**src/hw/rtl/rlbe_pkg.sv**
```systemverilog
// Shared types, constants and byte-selection helpers for the run-length byte encoder.
package rlbe_pkg;

    typedef logic [7:0] data_t;
    typedef logic [3:0] len_t;
    typedef logic [1:0] pos_t;

    // Longest chunk emitted in one go
    localparam len_t  MAX_CHUNK    = 4'd10;
    localparam data_t MARKER_RESET = 8'd36;
    localparam data_t DIGIT_BASE   = 8'h30;

    // One accepted input reduced to at most two chunks: a flushed old run, then a new one
    typedef struct packed {
        data_t a_val;
        len_t  a_len;
        data_t b_val;
        len_t  b_len;
        logic  fin;
    } cmd_t;

    // Output beats a chunk expands to
    function automatic pos_t chunk_count(input len_t len);
        pos_t n;
        n = (len >= 4'd3) ? 2'd3 : len[1:0];
        return n;
    endfunction

    // Byte at a given position of a chunk's encoding
    function automatic data_t chunk_byte(input data_t val, input len_t len, input pos_t pos,
                                         input data_t marker);
        data_t r;
        case (pos)
            2'd0:    r = val;
            2'd1:    r = (len == 4'd2) ? val : marker;
            2'd2:    r = DIGIT_BASE + {4'd0, len - 4'd1};
            default: r = val;
        endcase
        return r;
    endfunction

endpackage

```
**src/hw/rtl/rlbe_front.sv**
```systemverilog
// Front end: accepts input beats, tracks the pending run and emits chunk commands.
module rlbe_front (
    input  logic          aclk,
    input  logic          aresetn,
    input  logic          s_valid,
    output logic          s_ready,
    input  logic [7:0]    in_byte,
    input  logic          in_final,
    input  logic          q_full,
    output logic          q_push,
    output rlbe_pkg::cmd_t q_cmd
);

    rlbe_pkg::data_t val_reg, val_next;
    rlbe_pkg::len_t  len_reg, len_next;

    logic            accept;
    logic            flush_old;
    rlbe_pkg::len_t  base_len;
    rlbe_pkg::len_t  inc_len;
    rlbe_pkg::data_t new_val;
    logic            full_chunk;

    assign s_ready = !q_full;
    assign accept  = s_valid && s_ready;

    always_comb begin
        flush_old  = (len_reg != 4'd0) && (in_byte != val_reg);
        base_len   = flush_old ? 4'd0 : len_reg;
        new_val    = (base_len == 4'd0) ? in_byte : val_reg;
        inc_len    = base_len + 4'd1;
        full_chunk = (inc_len >= rlbe_pkg::MAX_CHUNK);

        q_cmd.a_val = val_reg;
        q_cmd.a_len = flush_old ? len_reg : 4'd0;
        q_cmd.b_val = new_val;
        q_cmd.b_len = (full_chunk || in_final) ? inc_len : 4'd0;
        q_cmd.fin   = in_final;

        q_push = accept && ((q_cmd.a_len != 4'd0) || (q_cmd.b_len != 4'd0));

        len_next = len_reg;
        val_next = val_reg;
        if (accept) begin
            len_next = (full_chunk || in_final) ? 4'd0 : inc_len;
            val_next = in_final ? 8'd0 : new_val;
        end
    end

    always_ff @(posedge aclk) begin
        if (!aresetn) begin
            len_reg <= 4'd0;
            val_reg <= 8'd0;
        end else begin
            len_reg <= len_next;
            val_reg <= val_next;
        end
    end

    a_len_in_range: assert property (@(posedge aclk) disable iff (!aresetn)
        len_reg < rlbe_pkg::MAX_CHUNK)
        else $error("pending run length reached the chunk limit");

    a_fin_clears_run: assert property (@(posedge aclk) disable iff (!aresetn)
        (accept && in_final) |=> (len_reg == 4'd0) && (val_reg == 8'd0))
        else $error("run state not cleared after end of stream");

endmodule

```
**src/hw/rtl/rlbe_fifo.sv**
```systemverilog
// Short command queue between the front and back ends.
module rlbe_fifo #(
    parameter int unsigned DEPTH = 4
) (
    input  logic           aclk,
    input  logic           aresetn,
    input  logic           push,
    input  rlbe_pkg::cmd_t push_cmd,
    output logic           full,
    input  logic           pop,
    output logic           head_valid,
    output rlbe_pkg::cmd_t head_cmd
);

    localparam int unsigned AW = (DEPTH > 1) ? $clog2(DEPTH) : 1;
    localparam int unsigned CW = $clog2(DEPTH + 1);

    rlbe_pkg::cmd_t slot_reg [DEPTH];
    logic [AW-1:0]  wr_ptr_reg, wr_ptr_next;
    logic [AW-1:0]  rd_ptr_reg, rd_ptr_next;
    logic [CW-1:0]  count_reg, count_next;
    logic           do_push, do_pop;

    assign full       = (count_reg == CW'(DEPTH));
    assign head_valid = (count_reg != '0);
    assign head_cmd   = slot_reg[rd_ptr_reg];
    assign do_push    = push && !full;
    assign do_pop     = pop && head_valid;

    always_comb begin
        wr_ptr_next = wr_ptr_reg;
        rd_ptr_next = rd_ptr_reg;
        count_next  = count_reg;
        if (do_push) begin
            wr_ptr_next = (wr_ptr_reg == AW'(DEPTH - 1)) ? '0 : wr_ptr_reg + 1'b1;
        end
        if (do_pop) begin
            rd_ptr_next = (rd_ptr_reg == AW'(DEPTH - 1)) ? '0 : rd_ptr_reg + 1'b1;
        end
        if (do_push && !do_pop) begin
            count_next = count_reg + 1'b1;
        end else if (do_pop && !do_push) begin
            count_next = count_reg - 1'b1;
        end
    end

    always_ff @(posedge aclk) begin
        if (!aresetn) begin
            wr_ptr_reg <= '0;
            rd_ptr_reg <= '0;
            count_reg  <= '0;
        end else begin
            wr_ptr_reg <= wr_ptr_next;
            rd_ptr_reg <= rd_ptr_next;
            count_reg  <= count_next;
        end
    end

    always_ff @(posedge aclk) begin
        if (do_push) begin
            slot_reg[wr_ptr_reg] <= push_cmd;
        end
    end

    a_count_bound: assert property (@(posedge aclk) disable iff (!aresetn)
        count_reg <= CW'(DEPTH))
        else $error("queue occupancy beyond depth");

    a_push_counts: assert property (@(posedge aclk) disable iff (!aresetn)
        (do_push && !do_pop) |=> (count_reg == $past(count_reg) + 1'b1))
        else $error("queue count did not advance on push");

endmodule

```
**src/hw/rtl/rlbe_back.sv**
```systemverilog
// Back end: expands queued chunk commands into output beats through an output register.
module rlbe_back (
    input  logic           aclk,
    input  logic           aresetn,
    input  logic [7:0]     marker,
    input  logic           q_valid,
    input  rlbe_pkg::cmd_t q_cmd,
    output logic           q_pop,
    output logic           m_valid,
    input  logic           m_ready,
    output logic [7:0]     out_byte,
    output logic           out_run_done,
    output logic           out_stream_done
);

    rlbe_pkg::pos_t  idx_reg, idx_next;
    logic            m_valid_reg, m_valid_next;
    rlbe_pkg::data_t byte_reg;
    logic            run_done_reg;
    logic            stream_done_reg;

    rlbe_pkg::pos_t  na, nb;
    logic [2:0]      total;
    logic            in_a;
    rlbe_pkg::pos_t  pos;
    rlbe_pkg::data_t cur_byte;
    logic            last;
    logic            load;

    always_comb begin
        na    = rlbe_pkg::chunk_count(q_cmd.a_len);
        nb    = rlbe_pkg::chunk_count(q_cmd.b_len);
        total = {1'b0, na} + {1'b0, nb};
        in_a  = (idx_reg < na);
        pos   = in_a ? idx_reg : idx_reg - na;
        cur_byte = in_a ? rlbe_pkg::chunk_byte(q_cmd.a_val, q_cmd.a_len, pos, marker)
                        : rlbe_pkg::chunk_byte(q_cmd.b_val, q_cmd.b_len, pos, marker);
        last  = ({1'b0, idx_reg} == total - 3'd1);
        load  = q_valid && (!m_valid_reg || m_ready);
        q_pop = load && last;

        idx_next = idx_reg;
        if (load) begin
            idx_next = last ? 2'd0 : idx_reg + 2'd1;
        end
        if (load) begin
            m_valid_next = 1'b1;
        end else if (m_ready) begin
            m_valid_next = 1'b0;
        end else begin
            m_valid_next = m_valid_reg;
        end
    end

    always_ff @(posedge aclk) begin
        if (!aresetn) begin
            idx_reg     <= 2'd0;
            m_valid_reg <= 1'b0;
        end else begin
            idx_reg     <= idx_next;
            m_valid_reg <= m_valid_next;
        end
    end

    // Payload holds while stalled
    always_ff @(posedge aclk) begin
        if (load) begin
            byte_reg        <= cur_byte;
            run_done_reg    <= last;
            stream_done_reg <= last && q_cmd.fin;
        end
    end

    assign m_valid         = m_valid_reg;
    assign out_byte        = byte_reg;
    assign out_run_done    = run_done_reg;
    assign out_stream_done = stream_done_reg;

    a_idx_in_cmd: assert property (@(posedge aclk) disable iff (!aresetn)
        q_valid |-> ({1'b0, idx_reg} < total))
        else $error("expansion index beyond command length");

    a_stream_implies_run: assert property (@(posedge aclk) disable iff (!aresetn)
        (m_valid_reg && stream_done_reg) |-> run_done_reg)
        else $error("stream end flagged on a beat that does not close its item");

endmodule

```
**src/hw/rtl/run_length_byte_encoder_top.sv**
```systemverilog
// Top level of the run-length byte encoder with escape marker.
// Accepts one source byte per cycle while the command queue (QUEUE_DEPTH entries) has room;
// each byte yields zero to four compressed bytes, delivered one per cycle from the output
// register while m_ready is high, so sustained throughput is one input per cycle on plain
// data and falls when runs are flushed. Through an empty queue the first result of a byte
// passes the queue slot and then the output register. marker_byte resets to 0x24 and is
// written through cfg_wr_en/cfg_wr_data; the user must write it only while the block is idle,
// which the block itself does not enforce; no clearing pass follows reset.
module run_length_byte_encoder_top #(
    parameter int unsigned QUEUE_DEPTH = 4
) (
    input  logic       aclk,
    input  logic       aresetn,
    input  logic       cfg_wr_en,
    input  logic [7:0] cfg_wr_data,
    input  logic       s_valid,
    output logic       s_ready,
    input  logic [7:0] s_in_byte,
    input  logic       s_in_final,
    output logic       m_valid,
    input  logic       m_ready,
    output logic [7:0] m_out_byte,
    output logic       m_out_run_done,
    output logic       m_out_stream_done
);

    rlbe_pkg::data_t marker_reg;
    rlbe_pkg::cmd_t  push_cmd;
    rlbe_pkg::cmd_t  head_cmd;
    logic            q_push;
    logic            q_full;
    logic            q_pop;
    logic            head_valid;

    always_ff @(posedge aclk) begin
        if (!aresetn) begin
            marker_reg <= rlbe_pkg::MARKER_RESET;
        end else if (cfg_wr_en) begin
            marker_reg <= cfg_wr_data;
        end
    end

    rlbe_front u_front (
        .aclk     (aclk),
        .aresetn  (aresetn),
        .s_valid  (s_valid),
        .s_ready  (s_ready),
        .in_byte  (s_in_byte),
        .in_final (s_in_final),
        .q_full   (q_full),
        .q_push   (q_push),
        .q_cmd    (push_cmd)
    );

    rlbe_fifo #(
        .DEPTH (QUEUE_DEPTH)
    ) u_fifo (
        .aclk       (aclk),
        .aresetn    (aresetn),
        .push       (q_push),
        .push_cmd   (push_cmd),
        .full       (q_full),
        .pop        (q_pop),
        .head_valid (head_valid),
        .head_cmd   (head_cmd)
    );

    rlbe_back u_back (
        .aclk            (aclk),
        .aresetn         (aresetn),
        .marker          (marker_reg),
        .q_valid         (head_valid),
        .q_cmd           (head_cmd),
        .q_pop           (q_pop),
        .m_valid         (m_valid),
        .m_ready         (m_ready),
        .out_byte        (m_out_byte),
        .out_run_done    (m_out_run_done),
        .out_stream_done (m_out_stream_done)
    );

endmodule

```
**config.mk**
```make
export PLATFORM = sky130hd
export DESIGN_NAME = run_length_byte_encoder_top
export DESIGN_NICKNAME = d
export VERILOG_FILES = /design/src/hw/rtl/rlbe_pkg.sv /design/src/hw/rtl/rlbe_front.sv /design/src/hw/rtl/rlbe_fifo.sv /design/src/hw/rtl/rlbe_back.sv /design/src/hw/rtl/run_length_byte_encoder_top.sv
export SDC_FILE = /design/constraint.sdc
export NUM_CORES = 1
export LEC_CHECK = 0
export ABC_AREA = 1
export BUFFER_PORTS_ARGS = -buffer_cell sky130_fd_sc_hd__buf_2
export CAP_MARGIN = 20
export CORE_MARGIN = 2
export CORE_UTILIZATION = 55
export DETAILED_ROUTE_END_ITERATION = 6
export GPL_ROUTABILITY_DRIVEN = 0
export MAX_ROUTING_LAYER = met4
export PLACE_DENSITY = 0.77
export SETUP_SLACK_MARGIN = 0.5
export SYNTH_ARGS = -nofsm -noshare
export SYNTH_HDL_FRONTEND = slang
export SYNTH_SLANG_ARGS = --single-unit
```
**constraint.sdc**
```tcl
create_clock -name aclk -period 4.2 [get_ports aclk]
set_input_delay 0.84 -clock aclk [delete_from_list [all_inputs] [get_ports aclk]]
set_output_delay 0.84 -clock aclk [all_outputs]
set_load 0.05 [all_outputs]
```
==> Yosys cells after proc, flatten, opt, wreduce, memory -nomap -nowiden <==
Memory sizes are Yosys's and may differ from the RTL's. A register that Yosys moved wholly into a read port is not among the register bits.
Cells that the tools add are included.
{ "word_totals": {"regBits": 40, "ram_bits": 100, "inputBits": 22, "output_inout_bits": 12, "wordCells": 87, "n_memories": 1} }
{ "mem_list": {"columns": ["memory", "depth", "word_bits", "read_ports", "rd_clocked_by_memory_dff", "write_ports", "line_no", "source"], "rows": [
  ["u_fifo.slot_reg", 4, 25, 1, 1, 1, "rlbe_fifo.sv:18", "rlbe_pkg::cmd_t slot_reg [DEPTH];"]
]} }
{ "op_classes": {"n_addsub": 13, "magnitude_cmp": 4, "n_eq_ne": 9, "muxes": 25, "n_reduce_logical": 24} }
{ "op_table": {"columns": ["operator", "count"], "rows": [
  ["$mux W8", 5],
  ["$pmux W8 S2", 2],
  ["$mux W2", 8],
  ["$mux W4", 4],
  ["$add A6 B4 Y7 const A", 2],
  ["$reduce_bool A4 Y1", 3],
  ["$logic_and A1 B1 Y1", 10],
  ["$eq A4 B2 Y1 const B", 2],
  ["$ge A4 B2 Y1 const B", 2],
  ["$ne A8 B8 Y1", 1],
  ["$sub A4 B1 Y4 const B", 2],
  ["$add A2 B1 Y2 const B", 3],
  ["$eq A2 B2 Y1 const B", 3],
  ["$mux W3", 2],
  ["$sub A3 B1 Y3 const B", 2],
  ["$add A4 B1 Y4 const B", 1],
  ["$ge A4 B4 Y1 const B", 1],
  ["$logic_not A1 Y1", 4],
  ["$logic_not A4 Y1", 1],
  ["$mux W1", 4],
  ["$reduce_bool A2 Y1", 2],
  ["$add A2 B2 Y3", 1],
  ["$add A3 B1 Y3 const B", 1],
  ["$eq A2 B3 Y1", 1],
  ["6 further kinds", 8]
]} }

==> Logic depth before layout (Yosys ltp) <==
Gate-level depths: netlist of run 1.
{ "logic_depth": {"depth_word": 15, "mapped_depth": 27, "mapped_depth_nobuf": 27} }

==> Hierarchy <==
Synthesis of run 1 repeated with hierarchy kept, for this count alone.
{ "unflattened": {"cells_unflattened": 754, "area_unflattened_um2": 7065.5} }
{ "by_module_without_submodules": {"columns": ["module", "instances", "cells_per_inst", "area_each_um2"], "rows": [
  ["rlbe_fifo", 1, 313, 4307.9],
  ["rlbe_back", 1, 233, 1466.4],
  ["rlbe_front", 1, 161, 973.4],
  ["run_length_byte_encoder_top", 1, 47, 317.8]
]} }

==> Least setup slack after synthesis of run 1 <==
OpenSTA, ideal clock, no wires.
{ "synth_timing": {"kind": "input-to-reg", "startpoint": "input s_in_byte[5]", "endpoint": "memory u_fifo.slot_reg[1][0] (netlist bit) (enable)", "setup_time_ns": 0.407, "arrival_ns": 3.458, "path_slack_ns": 0.335, "stages": 19, "path_buffers": 0, "cell_sequence": "inv_1 -> nand2_1 -> nand2_1 -> nand2_1 -> nor2_2 -> nand2_2 -> inv_1 -> nand2_1 -> inv_1 -> ha_1 -> inv_1 -> nor2_1 -> nand3_1 -> nand2_2 -> nand2_2 -> o21ai_1 -> nand3_2 -> nand2_2 -> nor2_1"} }
{ "synth_between": {"elab_chain_len": 13} }
{ "synth_lines": {"columns": ["item", "line_no", "source"], "rows": [
  ["from (decl)", "run_length_byte_encoder_top.sv:18", "input logic [7:0] s_in_byte,"],
  ["$ne A8 B8 Y1 (*)", "rlbe_front.sv:28", "flush_old = (len_reg != 4'd0) && (in_byte != val_reg);"],
  ["$logic_and A1 B1 Y1 (*)", "rlbe_front.sv:28", null],
  ["$mux W4", "rlbe_front.sv:29", "base_len = flush_old ? 4'd0 : len_reg;"],
  ["$add A4 B1 Y4", "rlbe_front.sv:31", "inc_len = base_len + 4'd1;"],
  ["$ge A4 B4 Y1", "rlbe_front.sv:32", "full_chunk = (inc_len >= rlbe_pkg::MAX_CHUNK);"],
  ["$logic_or A1 B1 Y1", "rlbe_front.sv:37", "q_cmd.b_len = (full_chunk || in_final) ? inc_len : 4'd0;"],
  ["$mux W4", "rlbe_front.sv:37", null],
  ["$reduce_bool A4 Y1", "rlbe_front.sv:40", "q_push = accept && ((q_cmd.a_len != 4'd0) || (q_cmd.b_len != 4'd0));"],
  ["$logic_or A1 B1 Y1 (*)", "rlbe_front.sv:40", null],
  ["$logic_and A1 B1 Y1 (*)", "rlbe_front.sv:40", null],
  ["$logic_and A1 B1 Y1 (*)", "rlbe_fifo.sv:27", "assign do_push = push && !full;"],
  ["$mux W1 (*)", "rlbe_fifo.sv:60", "if (do_push) begin"],
  ["$mux W1 (not written as such) (*)", "rlbe_fifo.sv:61", "slot_reg[wr_ptr_reg] <= push_cmd;"],
  ["to (decl)", "rlbe_fifo.sv:18", null]
]} }
Mark *: on every way between the ends. The rest lies on a longest branch, timed or not.

==> impl_metrics.ini, run 1 <==
[outcome]
outcome = complete, but fails checks
violations = design-rule violations

[yosys]
synth-main-ff-cell = edfxtp_1
synth_fp_nets = 692
yosysSeqAreaShare_pct = 60.1
synth-edff-count = 110
synth_most_common_cell = nand2_1
ys_top_cells_by_area = edfxtp_1, dfxtp_1, nand2_1, nor2_1, o21ai_0
syn_area_mm2 = 0.00656
ys_ff_latch = 142
synth_top_cell_by_area = edfxtp_1
syn_area_per_cell_um2 = 10.1
async_flop_share_pct = 0
yosys-top-cells-count = nand2_1, edfxtp_1, nor2_1, inv_1, o21ai_0
synthDominantCellAreaShare_pct = 50.4
synth_cell_types = 37
synthCells = 647
yosys_warnings = 0

[clock_tree]
numCtsBuffers = 17
clkTransAtPathRegs_ns = 0.06
clock_tree.buffer_depth = 2
ctsHtreeMaxLevel = 4
cts_tree = yes
cts_sinks = 142
clk_latency_ns = 0.43
cts_root_buf = clkbuf_16

[placement]
post-dp-hpwl_mm = 9.82
port_buffers = 33
place_ws_ns = 0.167
place_area_mm2 = 0.00698
dp_cells = 820

[critical_path]
max_stage_delay_ns = 0.43
required_ns = 4.51
arrival_ns = 3.79
worst-path-max-fanout = 22
cp_cell_sequence = buf_6, o21ai_0, o22a_1, nand2_1, or2_2, nor2_1, ha_1, inv_1, ha_1, xor2_1, nor2_2, nand2_2, ha_1, inv_1, fa_2, o21ai_0, a21oi_1
path_buf_inv = 3
path_delay_family = adder cells
start_kind = flop
crit_slowest_cell = fa_2
cp_common_cell = ha_1
crit_path_end_kind = flop
crit_type = reg -> reg

[timing]
tightestPinTransition_ns = 0.977
whs_ns = 0.494
finalMaxSlewViolations = 0
setup_viol = 0
period_needed_ns = 3.48
worst_slew_margin_rel_pct = 34.6
fin_ws_ns = 0.722
hold_violations = 0
finalClockSkew_ns = 0.0105
maxClockFrequency_mhz = 288
rsz0062_at_grt = no
finalCritPeriodShare_pct = 82.8
tns_ns = 0

[finish]
largest_reg_flops = 100
final-instance-count-excl-fill = 859
design_area_mm2 = 0.00767
drive_gt1_share_pct = 20.4
syn_to_final_growth_pct = 17.0
nets = 748
diodes = 0
final_util_pct = 66.6

[floorplan]
core_mm2 = 0.0115
die_h_um = 113
start_util_pct = 57.0
die_area_mm2 = 0.0128
num_io_pins = 34
die_width_um = 113
rows = 39

[grt]
track_usage_pct = 24.9
grt_pass1_wl_mm = 23.3
grt_max_degree = 27
antenna_found_initial = 0
grt_pass1_vias = 4783
grt_overflow = 0

[detailed_routing]
wl_per_cell_um = 17.4
drtIter0Drc = 495
drt_wl_total_mm = 14.9
routed_via_density = 5.72
drc_errors = 6
drt_pass1_iterations = 7
via_count = 4910
ant_nets = 0

[pwr]
finalPower_mw = 4.38
leakage_nw = 2.98
ir_drop_v = 0.000338
power.density_mw_per_mm2 = 571

[min_path]
holdCritPathClass = reg -> reg

[run]
cap_violations = 0
-- worst register-to-register path: stages, from the launching register on --
cell     delay [ns]
dfxtp_4        0.36
buf_6          0.17
o21ai_0        0.22
o22a_1         0.26
nand2_1        0.12
or2_2          0.29
nor2_1         0.11
ha_1           0.24
inv_1          0.06
ha_1           0.24
xor2_1         0.16
nor2_2         0.14
nand2_2        0.09
ha_1           0.19
inv_1          0.10
fa_2           0.43
o21ai_0        0.14
a21oi_1        0.05
-- report_power, final --
| part | internal (mW) | total, mW | switching, mW |
|---|---|---|---|
| combinational | 0.421 | 1.28 | 0.858 |
| clock | 0.762 | 1.36 | 0.598 |
| sequential | 1.68 | 1.74 | 0.0613 |
| total | 2.86 | 4.38 | 1.52 |
-- worst paths after layout --
path / depth (start not counted) / endpoint / from / slack (ns)
min reg2reg: 2 / u_front.len_reg[1]$_SDFFE_PN0P_ / u_front.len_reg[1]$_SDFFE_PN0P_ / 0.49
min: 2 / u_front.len_reg[1]$_SDFFE_PN0P_ / u_front.len_reg[1]$_SDFFE_PN0P_ / 0.49
max: 17 / u_fifo.count_reg[1]$_SDFFE_PN0P_ / flop / 0.72
max reg2reg: 17 / u_fifo.count_reg[1]$_SDFFE_PN0P_ / flop / 0.72
-- repair_timing --
| action | CTS | global route |
|---|---|---|
| hold buffers | 0 | 0 |
| setup endpoints to repair | 7 | 10 |
| hold endpoints to repair | 0 | 0 |
| setup buffers | 0 | 7 |
| resized for setup | 7 | 33 |
| pin swaps | 0 | 5 |
-- layout make-up --
class                           instances  area [µm²]
Sequential cell                       142        3950
Fill cell                             847        3840
Multi-Input combinational cell        419        2360
Clock buffer                           18         429
Timing Repair Buffer                   60         404
Inverter                               63         241
Tap cell                              143         179
Clock inverter                         14         109
-- cells by family (layout without fill, tap and decap cells) --
logic type	after synthesis	count (layout)	share of synthesized area, %
AOI/OAI and AO/OA	143	143	13.0
xor gates and xnor gates	9	9	1.20
adders and majority gates	23	23	4.62
buffers and inverters	86	155	5.24
DFF	142	142	60.1
muxes	3	3	0.515
and+or+nand+nor	241	241	15.3
-- placed cells by master (no fill, tap or decap), types with 4 or more instances in the layout --
master     count
nand2_1      116
edfxtp_1     110
nor2_1        72
inv_1         55
o21ai_0       52
a21oi_1       38
buf_2         33
dfxtp_1       31
buf_4         23
nand3_1       19
ha_1          19
clkbuf_16     17
nor2_2        11
nand2_2        9
o21ai_1        8
a32o_1         7
o22ai_1        7
inv_2          6
o211ai_1       6
xor2_1         5
xnor2_1        4
or2_2          4
o221ai_1       4
o2111ai_1      4
inv_6          4
-- metal layers --
layer  GRT usage, %  up-vias  share of wire [%]
met5              -        -                  0
met4           9.92        0                1.8
met3           6.86       24                7.8
met2           39.2      218                 48
met1           30.6     2316                 43
li1               -     2352                  -
No activity file was read; power rests on OpenSTA's default activity.
==> inputs of run 2 (changes only) <==
--- a/config.mk
+++ b/config.mk
@@ -13,7 +13,7 @@
 export DETAILED_ROUTE_END_ITERATION = 6
 export GPL_ROUTABILITY_DRIVEN = 0
 export MAX_ROUTING_LAYER = met4
-export PLACE_DENSITY = 0.77
+export PLACE_DENSITY = 0.8
 export SETUP_SLACK_MARGIN = 0.5
 export SYNTH_ARGS = -nofsm -noshare
 export SYNTH_HDL_FRONTEND = slang
==> constraint.sdc (replaced) <==
create_clock -name aclk -period 2.9 [get_ports aclk]
set_input_delay 0.58 -clock aclk [delete_from_list [all_inputs] [get_ports aclk]]
set_output_delay 0.58 -clock aclk [all_outputs]
set_load 0.05 [all_outputs]
==> run 2 against run 1 <==
Against the previous run: routed wire length up 41%; critical path depth rose by 2; flip-flop and latch count did not move; largest cell class unchanged; maximum frequency fell by 1.8%; clock skew is 0.0030 ns lower; largest power group is now combinational logic; sequential power grew 45%; combinational power rose by 120%; sequential share of layout area is 8.3 points lower; the run ends with design-rule violations, negative setup slack left; die area unchanged; global-route usage rose by 8.1 points.
==> impl_metrics.ini, run 2 (same netlist as run 1, synthesis figures left out) <==
[finish]
syn_to_final_growth_pct = 39.9
final_common_cell = edfxtp_1
diodes = 0
final_cell_mix = edfxtp_1, nand2_1, buf_4
design_area_mm2 = 0.00918
nets = 841
largest_reg_flops = 100
seqCellArea_mm2 = 0.00396
fillCellCount = 590
drive_gt1_share_pct = 38.3
multi_input_area_mm2 = 0.00282

[timing]
hold_violations = 0
setup_viol = 17
finalCritPeriodShare_pct = 122
whs_ns = 0.392
finalMaxSlewViolations = 0
rsz0062_at_grt = yes
worst_slew_margin_rel_pct = 40.8
period_needed_ns = 3.54
tightestPinTransition_ns = 0.885
fin_ws_ns = -0.642
finalClockSkew_ns = 0.00752
tns_ns = -6.37
maxClockFrequency_mhz = 282

[clock_tree]
clock_tree.buffer_depth = 2
ctsHtreeMaxLevel = 4
numCtsBuffers = 17
cts_tree = yes
cts_root_buf = clkbuf_16
cts_sinks = 142
clkTransAtPathRegs_ns = 0.06
clk_latency_ns = 0.42

[critical_path]
crit_type = reg -> reg
path_buf_inv = 5
cp_common_cell = ha_4
cp_cell_sequence = buf_6, a21oi_2, a32o_2, inv_2, ha_4, or2_4, nor2_4, ha_4, inv_4, ha_4, xor2_1, nor2_1, buf_4, nand2_4, ha_4, inv_2, fa_2, o21ai_2, a21oi_2
crit_slowest_cell = fa_2
max_stage_delay_ns = 0.48
crit_path_end_kind = flop
start_kind = flop
required_ns = 3.20
worst-path-max-fanout = 6
path_delay_family = adder cells
arrival_ns = 3.84

[floorplan]
start_util_pct = 57.0
rows = 39
die_area_mm2 = 0.0128
die_width_um = 113
num_io_pins = 34
core_mm2 = 0.0115
die_h_um = 113

[outcome]
violations = design-rule violations, negative setup slack
outcome = complete, but fails checks

[detailed_routing]
wl_per_cell_um = 22.1
routed_via_density = 6.19
drt_pass1_iterations = 7
drt_wl_total_mm = 21.0
ant_nets = 0
drc_errors = 3
via_count = 5893
drtIter0Drc = 739

[pwr]
leakage_nw = 3.66
finalPower_mw = 7.48
ir_drop_v = 0.000422
power.density_mw_per_mm2 = 815

[placement]
place_area_mm2 = 0.00756
post-dp-hpwl_mm = 10.2
port_buffers = 33

[grt]
track_usage_pct = 32.9
grt_use_met2_pct = 54.8
grt_pass1_vias = 5669
met3_usage_pct = 7.61
grt_max_degree = 35
top_usage_layer = met2
grt_pass1_wl_mm = 30.5
grtUsageMet1_pct = 38.3
grt_overflow = 0
antenna_found_initial = 0

[run]
cap_violations = 0

[min_path]
holdCritPathClass = in -> reg
[run 2: layer usage]
metal / vias up / wire [µm]
met2: 449 / 10400
li1: 2542 / -
met3: 107 / 2020
met4: 0 / 1220
met5: - / 0
met1: 2795 / 7340
[run 2: worst min-delay path, cell delays in order]
cell	delay, ns
buf_2	0.08
nand2_1	0.04
nand3_1	0.07
[run 2: path summary, 6_finish.rpt]
kind / from / endpoint / slack, ns / cells after the start
worst max-delay path: flop / u_fifo.count_reg[1]$_SDFFE_PN0P_ / -0.64 / 19
worst min-delay path: cfg_wr_data[2] / marker_reg[2]$_SDFFE_PN1P_ / 0.39 / 3
worst max register to register: flop / u_fifo.count_reg[1]$_SDFFE_PN0P_ / -0.64 / 19
worst min register to register: u_front.len_reg[1]$_SDFFE_PN0P_ / u_front.len_reg[1]$_SDFFE_PN0P_ / 0.49 / 2
[run 2: power breakdown]
group	internal, mW	switching (mW)
Combinational	1.06	1.71
Clock	1.33	0.837
Sequential	2.43	0.0958
Total	4.83	2.65
[run 2: final cells by class]
type | count | share of cell area (%)
Sequential cell | 142 | 43.1
Tap cell | 143 | 1.95
Clock inverter | 14 | 1.61
Inverter | 63 | 2.82
Timing Repair Buffer | 153 | 15.1
Multi-Input combinational cell | 419 | 30.7
Clock buffer | 18 | 4.67
[run 2: metrics by stage]
| step | setup slack [ns] | util [%] | instances |
|---|---|---|---|
| 2_1_floorplan | -0.467 | - | 647 |
| 4_1_cts | -0.345 | 76.4 | 936 |
| 6_report | -0.642 | 79.7 | 952 |
| 3_5_place_dp | -0.536 | 65.6 | 870 |
| 5_1_grt | -0.710 | 79.7 | 952 |
| 3_3_place_gp | -0.401 | 65.6 | 870 |
[run 2: what timing repair did]
| action | CTS | global route |
|---|---|---|
| pin swaps | 24 | 20 |
| cloned | 8 | 1 |
| endpoints found under the setup margin | 121 | 144 |
| hold buffers | 0 | 0 |
| gates resized for setup | 74 | 64 |
| setup buffers | 26 | 15 |
==> inputs of run 3 (changes only) <==
--- a/config.mk
+++ b/config.mk
@@ -7,7 +7,7 @@
 export LEC_CHECK = 0
 export ABC_AREA = 1
 export BUFFER_PORTS_ARGS = -buffer_cell sky130_fd_sc_hd__buf_2
-export CAP_MARGIN = 20
+export CORE_ASPECT_RATIO = 1.2
 export CORE_MARGIN = 2
 export CORE_UTILIZATION = 55
 export DETAILED_ROUTE_END_ITERATION = 6
==> run 3 against run 2 <==
Against the previous run: the run ends with negative setup slack left; worst hold slack got worse by 0.025 ns; sequential power barely moved; via count fell by 1.8%; clock-buffer cell count fell by 1; clock skew rose by 0.0061 ns.
==> impl_metrics.ini, run 3 (same netlist as run 1, synthesis figures left out) <==
[min_path]
min_from = cfg_wr_data[2]
hold_end = marker_reg[2]$_SDFFE_PN1P_
hold_depth = 3
holdCritPathClass = in -> reg

[pwr]
ir_drop_v = 0.000408
power.density_mw_per_mm2 = 826
leakage_nw = 3.62

[detailed_routing]
drc_errors = 0
drtIter0Drc = 729
via_count = 5784
routed_via_density = 6.07
drt_wl_total_mm = 20.2
drt_pass1_iterations = 5
ant_nets = 0
wl_per_cell_um = 21.2

[timing]
setup_viol = 18
whs_ns = 0.367
fin_ws_ns = -0.650
period_needed_ns = 3.55
tns_ns = -7.80
tightestPinTransition_ns = 0.874
finalClockSkew_ns = 0.0136
finalMaxSlewViolations = 0
finalCritPeriodShare_pct = 122
worst_slew_margin_rel_pct = 41.5
hold_violations = 0
maxClockFrequency_mhz = 282
rsz0062_at_grt = yes

[critical_path]
crit_path_end_kind = flop
crit-reg2reg-capture = u_back.out_byte[1]$_DFFE_PP_
required_ns = 3.07
cp_cell_sequence = inv_8, o21ai_0, o22a_1, nand2_1, or2_4, nor2_4, inv_2, ha_4, fa_2, inv_2, buf_6, o21ai_4, ha_4, buf_6, a21oi_2, a311oi_2, nor2_1
crit_type = reg -> reg
worst-path-max-fanout = 17
crit_slowest_cell = dfxtp_4
r2r_cells = 17
max_stage_delay_ns = 0.44
reg2reg_slack_ns = -0.65
arrival_ns = 3.72
start_kind = flop

[clock_tree]
ctsHtreeMaxLevel = 4
cts_sinks = 142
clock_tree.buffer_depth = 2
cts_tree = yes
clkTransAtPathRegs_ns = 0.06
numCtsBuffers = 17
cts_root_buf = clkbuf_16
clk_latency_ns = 0.44
hold_buffers = 0

[floorplan]
start_util_pct = 56.4
num_io_pins = 34
rows = 43
core_mm2 = 0.0116
die_area_mm2 = 0.0128
die_h_um = 124
die_width_um = 104

[finish]
diodes = 0
nets = 828
final_cell_mix = edfxtp_1, nand2_1, buf_4
final_common_cell = edfxtp_1
syn_to_final_growth_pct = 38.6
largest_reg_flops = 100
design_area_mm2 = 0.00909
final_util_pct = 78.3
drive_gt1_share_pct = 38.8

[grt]
grt_pass1_vias = 5507
grt_overflow = 0
antenna_found_initial = 0
grt_pass1_wl_mm = 27.9
grt_max_degree = 35
track_usage_pct = 30.0

[placement]
place_area_mm2 = 0.00761
place_ws_ns = -0.600
port_buffers = 33
post-dp-hpwl_mm = 10.6

[outcome]
outcome = complete, but fails checks
violations = negative setup slack

[run]
cap_violations = 0
[run 3: changes by cell type in the layout (fill, tap and decap cells not counted), sizes merged]
cell / previous run / this run
buf: 153 / 137
inv: 64 / 71
clkinv: 9 / 3
clkbuf: 18 / 20
[run 3: metal layers]
metal  part of all wire, %  track usage [%]  up-vias
li1                      -                -     2528
met1                    35             32.0     2731
met2                    51             51.8      428
met3                   8.5             6.59       97
met4                   5.5             18.2        0
met5                     0                -        -
[run 3: cell type report]
type,instances,area (µm²)
Tap cell,157,196
Timing Repair Buffer,140,1230
Sequential cell,142,3960
Multi-Input combinational cell,419,2830
Clock buffer,17,425
Fill cell,653,2530
Clock inverter,15,201
Inverter,63,259
[run 3: power breakdown]
group          leakage [nW]  internal (mW)  switching (mW)
Combinational          2.02           1.05            1.62
Clock                 0.305           1.39           0.932
Sequential             1.29           2.43          0.0933
[run 3: worst max path at each step]
stage	from	to	slack (ns)	cells after the start
floorplan	flop	u_back.out_byte[0]$_DFFE_PP_	-0.47	20
global placement	flop	u_back.out_byte[1]$_DFFE_PP_	-0.45	17
detailed placement	flop	u_fifo.count_reg[2]$_SDFFE_PN0P_	-0.60	21
CTS	flop	u_back.out_byte[7]$_DFFE_PP_	-0.38	19
global route	flop	u_back.out_byte[7]$_DFFE_PP_	-0.67	19
finish	flop	u_back.out_byte[1]$_DFFE_PP_	-0.65	17
[run 3: worst max-delay path, delay by kind of cell, from the launching register on]
family,cells,cell delay [ns]
fa+ha+maj,3,0.90
compound gates,5,0.90
flops,1,0.44
buf+inv,5,0.48
simple gates,4,0.56
[run 3: timing repair]
item | in CTS | in global routing
pin swaps | 17 | 24
setup buffers | 14 | 10
cloned | 6 | 2
gates resized for setup | 79 | 69
endpoints found under the setup margin | 119 | 169
[run 3: through the flow]
step                      power [mW]  cells
after detailed placement        4.56    889
after floorplan                 3.96    647
after global placement          4.47    889
after CTS                       7.08    941
final                           7.51    953
after global routing            7.75    953
